`src/hdl/trc_div.sv`:
```
`default_nettype none
module trc_div #(
	parameter int NW = 47,
	parameter int DW = 32,
	parameter int QW = 24,
	parameter int SW = 1
) (
	input  wire logic          clk,
	input  wire logic          arst_n,
	input  wire logic          in_valid,
	input  wire logic [NW-1:0] num,
	input  wire logic [DW-1:0] den,
	input  wire logic [SW-1:0] in_side,
	output logic               out_valid,
	output logic [QW-1:0]      quo,
	output logic [SW-1:0]      out_side
);
	localparam int HW = NW - QW;
	localparam int CW = (HW > DW) ? HW : DW;

	logic [DW-1:0] rem_s  [0:QW];
	logic [QW-1:0] lo_s   [0:QW];
	logic [QW-1:0] q_s    [0:QW];
	logic [DW-1:0] den_s  [0:QW];
	logic [SW-1:0] side_s [0:QW];
	logic          sat_s  [0:QW];
	logic [QW:0]   vld_s;

	logic [CW-1:0] hi_ext, den_ext;

	assign hi_ext  = CW'(num[NW-1:QW]);
	assign den_ext = CW'(den);

	// quotient would not fit in QW bits: saturate to all ones
	always_ff @(posedge clk or negedge arst_n) begin
		if (!arst_n) begin
			vld_s[0] <= 1'b0;
		end else begin
			vld_s[0] <= in_valid;
		end
	end

	always_ff @(posedge clk) begin
		sat_s[0]  <= (hi_ext >= den_ext);
		rem_s[0]  <= hi_ext[DW-1:0];
		lo_s[0]   <= num[QW-1:0];
		q_s[0]    <= '0;
		den_s[0]  <= den;
		side_s[0] <= in_side;
	end

	for (genvar i = 1; i <= QW; i++) begin : g_stage
		logic [DW:0] trial;
		logic        ge;

		assign trial = {rem_s[i-1], lo_s[i-1][QW-1]};
		assign ge    = (trial >= {1'b0, den_s[i-1]});

		always_ff @(posedge clk or negedge arst_n) begin
			if (!arst_n) begin
				vld_s[i] <= 1'b0;
			end else begin
				vld_s[i] <= vld_s[i-1];
			end
		end

		always_ff @(posedge clk) begin
			rem_s[i]  <= ge ? DW'(trial - {1'b0, den_s[i-1]}) : trial[DW-1:0];
			lo_s[i]   <= lo_s[i-1] << 1;
			q_s[i]    <= (q_s[i-1] << 1) | QW'(ge);
			den_s[i]  <= den_s[i-1];
			sat_s[i]  <= sat_s[i-1];
			side_s[i] <= side_s[i-1];
		end
	end

	assign out_valid = vld_s[QW];
	assign quo       = sat_s[QW] ? '1 : q_s[QW];
	assign out_side  = side_s[QW];

endmodule
`default_nettype wire

```
`config.mk`:
```
export PLATFORM = sky130hd
export DESIGN_NAME = trc_div
export DESIGN_NICKNAME = d
export VERILOG_FILES = /design/src/hdl/trc_div.sv
export SDC_FILE = /design/constraint.sdc
export NUM_CORES = 2
export LEC_CHECK = 0
export BUFFER_PORTS_ARGS = -buffer_cell sky130_fd_sc_hd__buf_2
export CORE_UTILIZATION = 25
export DETAILED_ROUTE_END_ITERATION = 10
export GPL_TIMING_DRIVEN = 0
export PLACE_DENSITY = 0.42
export SYNTH_ARGS = -nofsm -noshare
export SYNTH_HDL_FRONTEND = slang
export SYNTH_SLANG_ARGS = --single-unit
```
`constraint.sdc`:
```
create_clock -name clk -period 3.6 [get_ports clk]
set_clock_uncertainty 0.1 [all_clocks]
set_input_delay 0.36 -clock clk [delete_from_list [all_inputs] [get_ports clk]]
set_output_delay 0.36 -clock clk [all_outputs]
set_load 0.02 [all_outputs]
```
==> run_results.csv <==
group,metric,value,unit
run_status,status,"finished, violations left",
run_status,violations,"negative setup slack",
routing,via_per_inst,4.448,
critical_path,cp_slowest_cell,"a2111o_1",
synthesis,synth_top_area_share,47.17,%
routing,drc_errors,0,
finish,design_area,115200,µm²
critical_path,crit_path_max_incr_delay,430,ps
global_routing,antenna_found_initial,6,
synthesis,synth-seq-cells,2202,
synthesis,synth_compound_area_share,16.43,%
synthesis,synth_top_family_by_area,"compound AO/OA/AOI/OAI gates",
global_routing,grt_max_degree,26,
sta,drv_slew,0,
sta,setup_slack,-300.7,ps
critical_path,cp_cell_sequence,"inv_2 > ha_4 > nor2b_1 > o21a_1 > o21ai_2 > a211oi_2 > a211o_1 > a31o_2 > o41a_1 > a2111o_1 > o221ai_2 > a21o_4 > buf_4 > clkbuf_16 > mux2_2",
critical_path,crit_buf_inv,3,
clocking,path_clk_slew,60,ps
global_routing,grt_usage,13.91,%
routing,firstDrtPassIters,5,
placement,portBuffers,108,
synthesis,synth_area_leaders,"dfxtp_1 47%, ha_1 11%, a21oi_1 4.0%, inv_1 4.0%, a21o_1 3.4%",
synthesis,synthCells,9543,
routing,wire_per_inst,17.43,µm
global_routing,grt_pass1_wl,407600,µm
critical_path,path_max_fanout,5,
finish,num-fill-cells,37493,
sta,timing.fmax,256.4,MHz
floorplan,boundaryPins,109,
placement,place.gp.congestion,0.8790,
finish,syn_to_final_growth,24.74,%
finish,nets,11165,
clocking,cts_tree,"yes",
synthesis,synth_flop_cell,"dfxtp_1",
synthesis,synth_fp_nets,10432,
pwr,p_leak,52.11,nW
synthesis,synth_cell_types,88,
floorplan,initial_core_util,25.20,%
hold_path,min_path_type,"input port to flip-flop",
global_routing,grt_pass1_vias,70472,
placement,placed_cell_area,98960,µm²
critical_path,startpoint_type,"flip-flop",
finish,drive_gt1_share,16.34,%
synthesis,ys_seq_area_share,47.85,%
critical_path,arrival,4560,ps
sta,finalSetupViolations,62,
sta,fin_crit,3901,ps
routing,ant_nets,0,
critical_path,critPathKind,"flip-flop to flip-flop",
clocking,numCtsBuffers,271,
global_routing,gr-total-overflow,0,
critical_path,worstSetupEndpointType,"flip-flop",
clocking,cts.sinks,2202,
synthesis,synth-simple-area-share,10.28,%
routing,drtIter0Drc,3482,
floorplan,num_rows,222,
critical_path,crit_family,"compound AO/OA/AOI/OAI gates",
synthesis,avgSynthCellArea,9.681,µm²
synthesis,syn-cell-area,92380,µm²
clocking,clk-insertion-delay-late,880,ps
placement,hpwlAfterDp,205300,µm
critical_path,cp_data_required_time,4260,ps
sta,hold_ws,82.09,ps
clocking,root_buffer,"clkbuf_16",
synthesis,synthAdderAreaFrac,11.10,%
floorplan,die_area,372000,µm²
floorplan,core_area,366700,µm²
synthesis,synth_xor_area_share,5.660,%
sta,worst_slew_pin_slew,1077,ps
clocking,cts.path.max_buffers,4,
sta,finalHoldViolCount,0,
sta,rsz0062_at_grt,"yes",
routing,via_count,68048,
synthesis,synth_edf_count,0,
sta,slew_headroom,27.95,%
clocking,h-tree-depth,5,
floorplan,die_h,609.9,µm
synthesis,synth_area_leader_cell,"dfxtp_1",
sta,period_share,108.4,%
routing,drt-total-wl,266600,µm
sta,tns,-10690,ps
floorplan,die_w,609.9,µm
pwr,pwr_density_cell,952.8,nW/µm²
pwr,peakVddDrop,0.3659,mV
synthesis,async_reset_ff_share,1.135,%
flow_run,cap_violations,0,
synthesis,ys_warn_count,0,
synthesis,yosys-mux-area-fraction,3.771,%
[cells in the final DEF, fill, tap and decap left out, types with 25 or more instances in the layout]
cell              n
xor2_1          248
clkbuf_8         57
nand3_1         133
o21ai_0         468
clkbuf_16       284
buf_4           206
nand2_1         599
dfxtp_2          32
mux2_2          238
buf_2           117
dlygate4sd3_1   150
o31ai_1          40
nor3_1           80
clkinv_2         50
dfrtp_1          25
or3_1            32
mux2_4           42
o21ai_2          56
nor2b_1         111
inv_1           979
o211ai_1         25
mux2i_1          33
o21ai_1          65
o21bai_1         83
and3_1           64
nor2_1          513
a21oi_2          58
xnor2_1         349
a21o_1          420
clkbuf_1        126
a211oi_1         39
a31oi_1          47
a21oi_1         671
dfxtp_1        2130
or2_2            52
o21a_1           83
nand2b_1         99
nand4_1         109
ha_1            754
[sequential cells by signal, indices dropped and copies added (netlist names)]
register	cells
out_valid	1
den_s	768
rem_s	759
side_s	25
sat_s	25
vld_s	24
lo_s	300
q_s	300
[power by group]
| group | switching [mW] | internal [mW] |
|---|---|---|
| Clock | 10.9 | 16.6 |
| Combinational | 27.5 | 21.3 |
| Sequential | 3.35 | 30.2 |
| Total | 41.8 | 68.0 |
[per-stage QoR]
step	power, mW	utilization (%)	instances	setup slack [ps]
after floorplan	63.93	-	9543	15.25
after global placement	76.42	26.99	14467	-1999
after detailed placement	76.36	26.99	14468	-1918
after CTS	109.0	30.84	15213	-401.9
after global routing	117.6	31.43	15297	-411.8
final	109.8	31.43	15298	-300.7
[synthesized netlist by cell type (29+ instances only)]
cell / count
clkbuf_1: 190
inv_1: 986
mux2i_1: 33
nand2b_1: 100
o21ai_0: 593
xnor2_1: 349
a21oi_1: 742
nand2_1: 628
nor2b_1: 120
nor2_1: 524
mux2_2: 280
xor2_1: 248
a211oi_1: 55
nor4_1: 29
and3_1: 67
ha_1: 783
a21o_1: 421
o21a_1: 85
or2_2: 52
or3_1: 35
a31oi_1: 70
nand3_1: 139
dfxtp_1: 2177
nor3_1: 88
o31ai_1: 75
nand4_1: 109
a21boi_0: 36
o21bai_1: 86
[cells by family (layout without fill, tap and decap cells)]
logic type               count (synthesis)  after routing
adder cells (fa/ha/maj)                806            806
buffers and inverters                 1200           2135
flip-flops                            2202           2202
AO/OA/AOI/OAI                         2428           2430
other                                    0              2
XOR/XNOR                               597            597
multiplexers                           313            313
AND/OR/NAND/NOR                       1997           1997
[path summary, 6_finish.rpt]
path                           endpoint  slack (ps)         from  depth (start not counted)
min in group asynchronous     vld_s[21]         670       arst_n                          3
max reg2reg                rem_s[0][47]        -300  den_s[0][1]                         15
max in group asynchronous      vld_s[5]        2080       arst_n                          3
min reg2reg                 lo_s[0][27]         170   lo_s[0][2]                          0
max                        rem_s[0][47]        -300  den_s[0][1]                         15
min                         lo_s[0][10]          80      num[10]                          2
[repair_timing]
item                       in CTS  in global routing
hold endpoints to repair      107                  0
hold buffers                  150                  0
gates cloned                    7                  6
setup buffers                 116                 95
pin swaps                     144                173
resized for setup             706                426
setup endpoints to repair     766                682
[layout make-up]
type	count	area [µm²]	area share, %
sequential	2202	44300	38.45
multi-input combinational	6143	46730	40.55
tap	4816	6026	5.229
buffer	197	1403	1.217
clock buffer	362	7670	6.656
antenna	2	5.005	0.004343
clock inverter	115	1390	1.206
inverter	987	3720	3.228
timing repair buffer	474	3993	3.465
[routing by layer]
metal | GRT usage (%) | up-vias | part of all wire (%)
li1 | - | 34337 | -
met1 | 16.12 | 31898 | 43
met2 | 25.26 | 1242 | 49
met3 | 1.819 | 571 | 3.2
met4 | 6.439 | 0 | 5.0
met5 | 0 | - | 0
No activity file was read; power rests on OpenSTA's default activity.
