$ cat src/hdl/trc_pkg.sv
`default_nettype none
package trc_pkg;

	localparam int CONF_MAX_DEFAULT = 1024;
	localparam int CONF_W = 16;
	localparam int DATA_W = 32;
	localparam int RADIUS_W = 24;
	localparam int MIN_CONF_W = 16;
	// exponent argument: 4 integer bits, 16 fraction bits
	localparam int XARG_W = 20;
	localparam int EXP_W = 17;

	typedef enum logic [1:0] {
		REG_THRESHOLD = 2'd0,
		REG_MIN_CONF  = 2'd1,
		REG_OFFSET    = 2'd2,
		REG_GAIN      = 2'd3
	} reg_idx_t;

	// fields that ride along the divider and exp pipelines
	typedef struct packed {
		logic [DATA_W-1:0] slip;
		logic [DATA_W-1:0] raw;
		logic              rot_zero;
		logic              tight;
	} side_t;

	// round(2^16*exp(-k/16)), k = 0..16
	function automatic logic [EXP_W-1:0] frac_tab(input logic [4:0] k);
		logic [EXP_W-1:0] v;
		case (k)
			5'd0:    v = 17'd65536;
			5'd1:    v = 17'd61565;
			5'd2:    v = 17'd57835;
			5'd3:    v = 17'd54331;
			5'd4:    v = 17'd51039;
			5'd5:    v = 17'd47947;
			5'd6:    v = 17'd45042;
			5'd7:    v = 17'd42313;
			5'd8:    v = 17'd39750;
			5'd9:    v = 17'd37341;
			5'd10:   v = 17'd35079;
			5'd11:   v = 17'd32954;
			5'd12:   v = 17'd30957;
			5'd13:   v = 17'd29081;
			5'd14:   v = 17'd27319;
			5'd15:   v = 17'd25664;
			5'd16:   v = 17'd24109;
			default: v = 17'd0;
		endcase
		return v;
	endfunction

	// round(2^16*exp(-n)), n = 0..11
	function automatic logic [EXP_W-1:0] int_tab(input logic [3:0] n);
		logic [EXP_W-1:0] v;
		case (n)
			4'd0:    v = 17'd65536;
			4'd1:    v = 17'd24109;
			4'd2:    v = 17'd8869;
			4'd3:    v = 17'd3263;
			4'd4:    v = 17'd1200;
			4'd5:    v = 17'd442;
			4'd6:    v = 17'd162;
			4'd7:    v = 17'd60;
			4'd8:    v = 17'd22;
			4'd9:    v = 17'd8;
			4'd10:   v = 17'd3;
			4'd11:   v = 17'd1;
			default: v = 17'd0;
		endcase
		return v;
	endfunction

endpackage
`default_nettype wire

$ cat src/hdl/trc_exp.sv
`default_nettype none
module trc_exp #(
	parameter int CONFIDENCE_MAX = trc_pkg::CONF_MAX_DEFAULT,
	parameter int SW = 1
) (
	input  wire logic                        clk,
	input  wire logic                        arst_n,
	input  wire logic                        in_valid,
	input  wire logic [trc_pkg::XARG_W-1:0]  x,
	input  wire logic [SW-1:0]               in_side,
	output logic                             out_valid,
	output logic [trc_pkg::CONF_W-1:0]       conf,
	output logic [SW-1:0]                    out_side
);
	import trc_pkg::*;

	logic [3:0]         n;
	logic [4:0]         k;
	logic [11:0]        r;
	logic [EXP_W-1:0]   fk, fk1, dk;
	logic [28:0]        dprod;
	logic [2*EXP_W-1:0] iprod, cprod;

	logic [EXP_W-1:0] v_s1, e_s2;
	logic [3:0]       n_s1;
	logic             ovf_s1;
	logic [SW-1:0]    side_s1, side_s2, side_s3;
	logic             vld_s1, vld_s2, vld_s3;
	logic [CONF_W-1:0] conf_s3;

	assign n     = x[19:16];
	assign k     = {1'b0, x[15:12]};
	assign r     = x[11:0];
	assign fk    = frac_tab(k);
	assign fk1   = frac_tab(k + 5'd1);
	assign dk    = fk - fk1;
	assign dprod = 29'(dk) * 29'(r);
	assign iprod = 34'(int_tab(n_s1)) * 34'(v_s1);
	assign cprod = 34'(CONF_W'(CONFIDENCE_MAX)) * 34'(e_s2);

	always_ff @(posedge clk or negedge arst_n) begin
		if (!arst_n) begin
			vld_s1 <= 1'b0;
			vld_s2 <= 1'b0;
			vld_s3 <= 1'b0;
		end else begin
			vld_s1 <= in_valid;
			vld_s2 <= vld_s1;
			vld_s3 <= vld_s2;
		end
	end

	always_ff @(posedge clk) begin
		v_s1    <= fk - EXP_W'(dprod >> 12);
		n_s1    <= n;
		ovf_s1  <= (n >= 4'd12);
		side_s1 <= in_side;
		e_s2    <= ovf_s1 ? '0 : iprod[32:16];
		side_s2 <= side_s1;
		conf_s3 <= cprod[31:16];
		side_s3 <= side_s2;
	end

	assign out_valid = vld_s3;
	assign conf      = conf_s3;
	assign out_side  = side_s3;

endmodule
`default_nettype wire

$ cat config.mk
export PLATFORM = sky130hd
export DESIGN_NAME = trc_exp
export DESIGN_NICKNAME = d
export VERILOG_FILES = /design/src/hdl/trc_pkg.sv /design/src/hdl/trc_exp.sv
export SDC_FILE = /design/constraint.sdc
export NUM_CORES = 1
export LEC_CHECK = 0
export BUFFER_PORTS_ARGS = -buffer_cell sky130_fd_sc_hd__buf_2
export CAP_MARGIN = 0
export CELL_PAD_IN_SITES_DETAIL_PLACEMENT = 1
export CELL_PAD_IN_SITES_GLOBAL_PLACEMENT = 2
export CORE_AREA = 2 2 222 224
export CTS_BUF_LIST = sky130_fd_sc_hd__clkbuf_8 sky130_fd_sc_hd__clkbuf_16
export DETAILED_ROUTE_END_ITERATION = 6
export DIE_AREA = 0 0 224 226
export MAX_ROUTING_LAYER = met4
export PLACE_DENSITY_LB_ADDON = 0.1
export SLEW_MARGIN = 30
export SYNTH_ARGS = -nofsm -noshare
export SYNTH_HDL_FRONTEND = slang
export SYNTH_SLANG_ARGS = --single-unit
$ cat constraint.sdc
create_clock -name clk -period 6.43 [get_ports clk]
set_input_delay 1.286 -clock clk [delete_from_list [all_inputs] [get_ports clk]]
set_output_delay 1.286 -clock clk [all_outputs]
set_load 0.005 [all_outputs]
==> results.json, run 1 <==
{
  "endpoint_kind": "flop",
  "cts_root_buf": "clkbuf_16",
  "n_fill_cell": 5702,
  "routed_wl_mm": 53.6,
  "port_buffers": 36,
  "avgViaCountPerCell": 4.82,
  "setup-tns-final_ps": -46790,
  "met3_wirelength_um": 886,
  "io_pins": 42,
  "start_kind": "input pin",
  "cts_tree": "yes",
  "reg2regPathDepth": 23,
  "clk_pin_slew_worst_paths_ps": 60,
  "grt_overflow_total": 0,
  "place_area_sq_um": 21700,
  "path_common_cell": "fa_1",
  "hpwl_mm": 46.6,
  "cp.required_ps": 6690,
  "cp-endpoint": "v_s1[16]",
  "synth.area.mux_share": 0.00570,
  "top_layer_used": "met4",
  "postSynthCellCount": 2103,
  "synthSimpleGateAreaFrac": 0.176,
  "fmax_mhz": 101,
  "vias": 14800,
  "synth_top_family_by_area": "adder cells",
  "clock-sinks": 60,
  "drive_above_1_share": 0.233,
  "routedWlPerCell_um": 17.5,
  "dr.pass1.iters": 4,
  "synth.ff_latch_count": 60,
  "violations": "negative setup slack",
  "crit_arrival_ps": 10170,
  "ctsHoldBuffers": 0,
  "postRouteAntennaNets": 0,
  "ff2ff_setup_slack_ps": 300,
  "wl_met1_mm": 24.8,
  "grt_pass1_wl_mm": 88.1,
  "die_area_sq_um": 50600,
  "remaining_drc_errors": 0,
  "syn_area_sq_um": 18200,
  "grt_max_degree": 33,
  "ys_async_sr_fraction": 0.0500,
  "yosysWarningCount": 0,
  "synth_cell_types": 69,
  "route.met2.wl_mm": 27.3,
  "hp-class": "reg -> reg",
  "timing.final.crit_share": 1.54,
  "final_util": 0.472,
  "fin_skew_ps": 13.5,
  "fp.dieW_um": 224,
  "grtUsageTotal": 0.228,
  "antenna_found_initial": 1,
  "h-tree-depth": 3,
  "drv_cap": 0,
  "outcome": "complete, but fails checks",
  "hold_viol": 0,
  "nets": 3047,
  "gp_congestion": 0.878,
  "grt_pass1_vias": 16700,
  "area_growth_pct": 25.2,
  "setup.worst_path.start": "x[12]",
  "postLayoutCellArea_sq_um": 22800,
  "coreArea_sq_um": 48300,
  "cp_max_fo": 6,
  "relSlewSlack": 0.590,
  "synth-adder-area-share": 0.537,
  "rr_endpoint": "e_s2[15]",
  "worst_pin_slew_ps": 610,
  "synth-main-ff-cell": "dfxtp_1",
  "setup_viol": 17,
  "die_h_um": 226,
  "rows": 81,
  "worstSkewPairLatency_ps": 350,
  "synth_top_area_share": 0.373,
  "cts_made_buffers": 9,
  "critPathMaxStageDelay_ps": 510,
  "synthXorXnorAreaFrac": 0.0299,
  "synth_edf_count": 0,
  "place_ws_ps": -4220,
  "slowest_stage": "fa_1",
  "synth_area_leaders": "fa_1 37%, ha_1 16%, inv_1 9.0%",
  "setup_slack_ps": -3480,
  "ys_seq_area_frac": 0.0668,
  "cts_buffer_depth": 2,
  "critPathKind": "in -> reg",
  "drt-initial-drc-count": 370,
  "synth_compound_area_frac": 0.0731,
  "slew_violations": 0,
  "synth_area_per_cell_sq_um": 8.66,
  "initial_core_util": 0.377,
  "rsz0062_at_grt": "true",
  "synth_top_cell_by_area": "fa_1",
  "min_period_ps": 9910
}
==> critical path: cells and delay by family <==
family,cells,cell delay [ps]
AND/OR/NAND/NOR,9,1370
buffers and inverters,8,710
AO/OA/AOI/OAI,14,2490
XOR/XNOR,4,520
adder cells (fa/ha/maj),11,3780
==> metal layers <==
| layer | up-vias | GRT usage |
|---|---|---|
| met2 | 112 | 0.404 |
| met3 | 37 | 0.0151 |
| met5 | - | - |
| met4 | 0 | 0.0368 |
| li1 | 7128 | - |
| met1 | 7534 | 0.291 |
==> placed cells by master, fill, tap and decap left out, types with 19 or more instances in the layout <==
master	count
ha_1	223
a21oi_1	55
buf_2	33
buf_4	354
o21ai_0	39
nand2_1	278
inv_1	422
dfxtp_1	50
nor2_1	53
and2_1	185
nand3_1	19
fa_1	335
buf_6	20
xnor2_1	36
==> per-stage QoR <==
stage | instances | hold WS, ps
2_1_floorplan | 2107 | 310
3_3_place_gp | 3010 | 311
3_5_place_dp | 3010 | 313
4_1_cts | 3059 | 327
5_1_grt | 3072 | 338
6_report | 3072 | 326
==> cell usage after synthesis, types with 8 or more instances <==
library cell and number:
nor4_1 10, fa_1 339, nand2b_1 10, clkbuf_1 79
dfxtp_1 57, o211ai_1 12, inv_1 435, nand2_1 288
xnor2_1 43, a21oi_1 70, nor2b_1 15, nor3_1 17
and3_1 15, a21o_1 11, xor2_1 16, nor2_1 61
o21ai_0 51, ha_1 240, o21a_1 8, and2_1 186
nand3_1 20
==> how the worst min path moves through the flow <==
stage                     startpoint        to  slack (ps)  cells after the start
after floorplan              e_s2[6]   conf[0]         310                      0
after global placement       side_s2  out_side         310                      0
after detailed placement    e_s2[11]   conf[5]         310                      0
after CTS                   e_s2[11]   conf[5]         330                      0
after global routing         side_s2  out_side         340                      0
final                       e_s2[11]   conf[5]         330                      0
==> cell families after synthesis <==
family          count (synthesis)
compound gates                209
xor+xnor                       60
fa+ha+maj                     579
buf+inv                       528
flops                          60
mux                            10
other cells                     1
simple gates                  656
==> repair_timing <==
item / CTS / global route
setup endpoints to repair: 22 / 22
hold endpoints to repair: 0 / 0
setup buffers: 33 / 13
pin swaps: 57 / 26
resized for setup: 74 / 51
==> layout make-up <==
| type | instances | area [sq um] | area share |
|---|---|---|---|
| Timing Repair Buffer | 418 | 3260 | 0.143 |
| Clock inverter | 7 | 58.8 | 0.00258 |
| Clock buffer | 9 | 225 | 0.00987 |
| Multi-Input combinational cell | 1519 | 15600 | 0.684 |
| Antenna cell | 1 | 2.50 | 0.000110 |
| Tap cell | 622 | 778 | 0.0341 |
| Sequential cell | 60 | 1230 | 0.0538 |
| Inverter | 436 | 1640 | 0.0721 |
Power of run 1 is left out: the tool's default activity adds up to more than one toggle a clock period on the data nets, which glitch-free logic cannot reach.
==> run 2: changes to the inputs <==
--- a/config.mk
+++ b/config.mk
@@ -5,7 +5,7 @@
 export SDC_FILE = /design/constraint.sdc
 export NUM_CORES = 1
 export LEC_CHECK = 0
-export BUFFER_PORTS_ARGS = -buffer_cell sky130_fd_sc_hd__buf_2
+export BUFFER_PORTS_ARGS = -buffer_cell sky130_fd_sc_hd__buf_4
 export CAP_MARGIN = 0
 export CELL_PAD_IN_SITES_DETAIL_PLACEMENT = 1
 export CELL_PAD_IN_SITES_GLOBAL_PLACEMENT = 2
@@ -13,7 +13,6 @@
 export CTS_BUF_LIST = sky130_fd_sc_hd__clkbuf_8 sky130_fd_sc_hd__clkbuf_16
 export DETAILED_ROUTE_END_ITERATION = 6
 export DIE_AREA = 0 0 224 226
-export MAX_ROUTING_LAYER = met4
 export PLACE_DENSITY_LB_ADDON = 0.1
 export SLEW_MARGIN = 30
 export SYNTH_ARGS = -nofsm -noshare
==> results.json, run 2 (same netlist as run 1, synthesis figures left out) <==
{
  "outcome": "complete, but fails checks",
  "violations": "negative setup slack",
  "rows": 81,
  "cp_num_buf_inv": 8,
  "setup_viol": 17,
  "endpoint_kind": "flop",
  "grt_max_degree": 23,
  "fin_skew_ps": 10.8,
  "fp.dieW_um": 224,
  "grt_busiest_layer": "met2",
  "worst_pin_slew_ps": 600,
  "slowest_stage": "fa_1",
  "cts_buffer_depth": 2,
  "grt_pass1_wl_mm": 87.8,
  "avgViaCountPerCell": 4.85,
  "grt_pass1_vias": 16800,
  "drt-initial-drc-count": 537,
  "coreArea_sq_um": 48300,
  "rsz0062_at_grt": "true",
  "antennaDiodeCount": 0,
  "cts_made_buffers": 9,
  "nets": 3034,
  "area_growth_pct": 25.9,
  "dr.pass1.iters": 5,
  "min_period_ps": 10110,
  "hold_viol": 0,
  "gp_congestion": 0.865,
  "final_cell_mix": "418 x inv_1, 372 x buf_4, 335 x fa_1, 277 x nand2_1, 219 x ha_1",
  "postRouteAntennaNets": 0,
  "setup_slack_ps": -3680,
  "die_area_sq_um": 50600,
  "grt_use_met2": 0.409,
  "clk_pin_slew_worst_paths_ps": 60,
  "hp-class": "reg -> reg",
  "routedWlPerCell_um": 17.9,
  "drive_above_1_share": 0.235,
  "drv_cap": 0,
  "timing.final.crit_share": 1.57,
  "h-tree-depth": 3,
  "cp_max_fo": 6,
  "cp.required_ps": 6690,
  "hpwl_mm": 46.5,
  "routed_wl_mm": 54.6,
  "grtUsageMet1": 0.281,
  "slew_violations": 0,
  "port_buffers": 36,
  "antenna_found_initial": 0,
  "fmax_mhz": 99.0,
  "relSlewSlack": 0.595,
  "cts_root_buf": "clkbuf_16",
  "critPathKind": "in -> reg",
  "final_util": 0.475,
  "start_kind": "input pin",
  "die_h_um": 226,
  "grtUsageTotal": 0.220,
  "crit_family": "adder cells",
  "worstSkewPairLatency_ps": 350,
  "critPathMaxStageDelay_ps": 570,
  "use_met3": 0.0120,
  "layout_commonest_cell": "inv_1",
  "cts_tree": "yes",
  "io_pins": 42,
  "grt_overflow_total": 0,
  "path_common_cell": "fa_1",
  "clock-sinks": 60,
  "initial_core_util": 0.377,
  "crit_arrival_ps": 10360,
  "vias": 14800,
  "remaining_drc_errors": 0,
  "ctsHoldBuffers": 0
}
run 2: changes by cell type in the layout (fill, tap and decap cells not counted), sizes merged:
| cell | delta |
|---|---|
| buf | -13 |
| diode | -1 |
| inv | +2 |
| clkinvlp | -3 |
| clkbuf | +1 |
run 2: final cells by class:
class / count / area [sq um]
Sequential cell: 60 / 1220
Clock buffer: 10 / 250
Timing Repair Buffer: 405 / 3240
Fill cell: 5637 / 25400
Multi-Input combinational cell: 1519 / 15800
Clock inverter: 6 / 50.0
Inverter: 436 / 1650
Tap cell: 622 / 778
run 2: per-stage QoR:
step | TNS, ps | std cells | hold WS, ps | area, sq um | worst slack, ps
finish | -47860 | 3058 | 328 | 22900 | -3680
global route | -54010 | 3058 | 336 | 22900 | -4030
global placement | -55590 | 2994 | 311 | 21700 | -4020
CTS | -45760 | 3039 | 325 | 22600 | -3440
detailed placement | -58680 | 2994 | 313 | 21700 | -4250
floorplan | -44020 | 2107 | 310 | 18500 | -3610
run 2: worst paths after layout:
check	slack [ps]	from	to	cells after the start
worst max-delay path	-3680	x[12]	v_s1[16]	41
worst min-delay path	330	e_s2[8]	conf[2]	0
worst max register to register	280	flop	e_s2[14]	24
worst min register to register	330	e_s2[8]	conf[2]	0
max in group asynchronous	5630	arst_n	vld_s1	1
min in group asynchronous	710	arst_n	out_valid	1
run 2: worst register-to-register path, cell delays in order (launching register included):
cell and delay, ps:
dfxtp_1 350, buf_12 120, buf_4 200, nand2_1 100, fa_1 510, inv_1 50
fa_1 500, inv_1 60, fa_1 510, fa_1 490, inv_1 50, fa_1 510
fa_1 430, ha_1 310, a21oi_1 190, nand2_1 90, nor4_1 300, buf_4 170
a311oi_1 80, buf_4 190, a31oi_4 220, buf_4 160, o21ai_1 100, a211oi_1 260
nor3_1 70
run 2: per-layer routing:
layer / wire [um] / vias to the layer above / part of all wire
li1: - / 7101 / -
met1: 24600 / 7583 / 0.45
met2: 28400 / 107 / 0.52
met4: 907 / 0 / 0.017
met3: 651 / 37 / 0.012
met5: 0 / - / 0
run 2: timing repair:
action	CTS	global route
pin swaps	47	40
resized for setup	96	54
setup buffers	30	21
setup endpoints to repair	22	22
hold endpoints to repair	0	0
Power of run 2 is left out for the same reason.
==> run 3: changes to the inputs <==
--- a/config.mk
+++ b/config.mk
@@ -5,16 +5,16 @@
 export SDC_FILE = /design/constraint.sdc
 export NUM_CORES = 1
 export LEC_CHECK = 0
+export ABC_AREA = 1
 export BUFFER_PORTS_ARGS = -buffer_cell sky130_fd_sc_hd__buf_4
 export CAP_MARGIN = 0
 export CELL_PAD_IN_SITES_DETAIL_PLACEMENT = 1
 export CELL_PAD_IN_SITES_GLOBAL_PLACEMENT = 2
-export CORE_AREA = 2 2 222 224
+export CORE_AREA = 2 2 237 239
 export CTS_BUF_LIST = sky130_fd_sc_hd__clkbuf_8 sky130_fd_sc_hd__clkbuf_16
 export DETAILED_ROUTE_END_ITERATION = 6
-export DIE_AREA = 0 0 224 226
+export DIE_AREA = 0 0 239 241
 export PLACE_DENSITY_LB_ADDON = 0.1
-export SLEW_MARGIN = 30
 export SYNTH_ARGS = -nofsm -noshare
 export SYNTH_HDL_FRONTEND = slang
 export SYNTH_SLANG_ARGS = --single-unit
==> results.json, run 3 <==
{
  "antennaDiodeCount": 0,
  "setup-tns-final_ps": -35450,
  "place_ws_ps": -2910,
  "area_growth_pct": 29.8,
  "synth_area_per_cell_sq_um": 7.40,
  "setup_slack_ps": -2340,
  "worst_pin_slew_ps": 802,
  "hp-class": "reg -> reg",
  "critPathMaxStageDelay_ps": 540,
  "hpwl_mm": 60.9,
  "synth-main-ff-cell": "dfxtp_1",
  "rows": 86,
  "start_kind": "input pin",
  "endpoint_kind": "flop",
  "avgViaCountPerCell": 4.82,
  "cp.required_ps": 6670,
  "cts_root_buf": "clkbuf_16",
  "crit_arrival_ps": 9010,
  "fin_skew_ps": 12.0,
  "postSynthCellCount": 2652,
  "grt_overflow_total": 0,
  "vias": 18000,
  "n_fill_cell": 6762,
  "postLayoutCellArea_sq_um": 25500,
  "synth-adder-area-share": 0.499,
  "cts_buffer_depth": 2,
  "routedWlPerCell_um": 18.7,
  "fmax_mhz": 114,
  "ff2ff_setup_slack_ps": 550,
  "cts_made_buffers": 9,
  "remaining_drc_errors": 0,
  "synth.ff_latch_count": 60,
  "die_area_sq_um": 57600,
  "synth_area_leaders": "fa_1 35%, ha_1 15%, inv_1 13%",
  "yosysWarningCount": 0,
  "hold_viol": 0,
  "timing.final.crit_share": 1.36,
  "clock-sinks": 60,
  "port_buffers": 36,
  "layout_commonest_cell": "inv_1",
  "synth_edf_count": 0,
  "drt-initial-drc-count": 512,
  "r2r_start": "v_s1[8]",
  "setup.worst_path.start": "x[13]",
  "synthXorXnorAreaFrac": 0.0190,
  "synth_compound_area_frac": 0.0659,
  "place_area_sq_um": 23600,
  "critPathKind": "in -> reg",
  "ctsHoldBuffers": 0,
  "cp_max_fo": 6,
  "fp.dieW_um": 239,
  "ys_seq_area_frac": 0.0620,
  "drv_cap": 0,
  "hp-start": "e_s2[12]",
  "final_cell_mix": "633 x inv_1, 532 x nand2_1, 408 x buf_4, 331 x fa_1, 202 x ha_1",
  "initial_core_util": 0.357,
  "dr.pass1.iters": 5,
  "grt_pass1_vias": 20800,
  "synth_common_cells": "668 x inv_1, 584 x nand2_1, 339 x fa_1",
  "violations": "negative setup slack",
  "synth_top_cell_by_area": "fa_1",
  "cts_tree": "yes",
  "outcome": "complete, but fails checks",
  "gp_congestion": 0.964,
  "coreArea_sq_um": 54900,
  "grt_max_degree": 17,
  "ys_async_sr_fraction": 0.0500,
  "slowest_stage": "fa_1",
  "synth_most_common_cell": "inv_1",
  "grtUsageTotal": 0.250,
  "worstSkewPairLatency_ps": 350,
  "synth.area.mux_share": 0,
  "routed_wl_mm": 69.8,
  "synth_top_area_share": 0.346,
  "antenna_found_initial": 0,
  "clk_pin_slew_worst_paths_ps": 60,
  "relSlewSlack": 0.465,
  "rsz0062_at_grt": "true",
  "synth_cell_types": 53,
  "io_pins": 42,
  "setup_viol": 17,
  "die_h_um": 241,
  "synth_top_family_by_area": "adder cells",
  "h-tree-depth": 3,
  "drive_above_1_share": 0.250,
  "synthSimpleGateAreaFrac": 0.208,
  "slew_violations": 0,
  "postRouteAntennaNets": 0,
  "min_period_ps": 8770,
  "syn_area_sq_um": 19600,
  "grt_pass1_wl_mm": 111,
  "nets": 3635
}
run 3: cell count changes in the layout (fill, tap and decap cells not counted), moves of 17 or more:
cell / before / now
nand3_2: 2 / 20
nand2_4: 0 / 20
inv_1: 418 / 633
ha_1: 219 / 202
and2_1: 186 / 1
nor2_1: 54 / 185
xnor2_1: 32 / 8
nand2_2: 11 / 38
ha_4: 14 / 32
inv_2: 14 / 39
buf_4: 372 / 408
nor2_2: 4 / 35
nand3_1: 18 / 89
nand2_1: 277 / 532
run 3: logic make-up (layout without fill, tap and decap cells):
family / count (synthesis) / count (layout)
and+or+nand+nor: 992 / 992
buffers and inverters: 756 / 1137
adders and majority gates: 579 / 579
AOI/OAI and AO/OA: 224 / 224
DFF: 60 / 60
xor gates and xnor gates: 40 / 40
other: 1 / 5
run 3: metrics by stage:
step | cells | utilization | hold WS, ps
CTS | 3720 | 0.452 | 326
finish | 3741 | 0.464 | 321
detailed placement | 3676 | 0.430 | 316
global placement | 3676 | 0.430 | 310
global route | 3741 | 0.464 | 339
floorplan | 2656 | - | 310
run 3: path summary, 6_finish.rpt:
path / to / cells after the start
setup / recovery: v_s1[14] / 44
hold / removal: conf[6] / 0
setup reg to reg: e_s2[9] / 18
hold reg to reg: conf[6] / 0
max in group asynchronous: vld_s2 / 1
min in group asynchronous: vld_s1 / 1
run 3: area by class of cell:
class,count,area (sq um),area share
Clock inverter,7,75.1,0.00295
Clock buffer,9,225,0.00885
Inverter,680,2570,0.101
Sequential cell,60,1220,0.0478
Tap cell,704,881,0.0346
Multi-Input combinational cell,1840,17000,0.667
Timing Repair Buffer,441,3510,0.138
run 3: metal layers:
metal	track usage	routed length [um]	vias up
met1	0.277	27700	9095
met5	0	0	-
met4	0.0979	2950	0
met2	0.496	38200	201
met3	0.0128	938	111
li1	-	-	8638
run 3: critical path: cells and delay by family:
family | cells | cell delay, ps
simple gates | 13 | 1460
buf+inv | 10 | 760
xor+xnor | 2 | 310
fa+ha+maj | 11 | 4030
compound gates | 8 | 1150
run 3: repair_timing:
| action | in CTS | in global routing |
|---|---|---|
| hold endpoints to repair | 0 | 0 |
| gates resized for setup | 166 | 123 |
| endpoints found under the setup margin | 17 | 17 |
| setup buffers | 32 | 22 |
| pin swaps | 98 | 90 |
Power of run 3 is left out for the same reason.
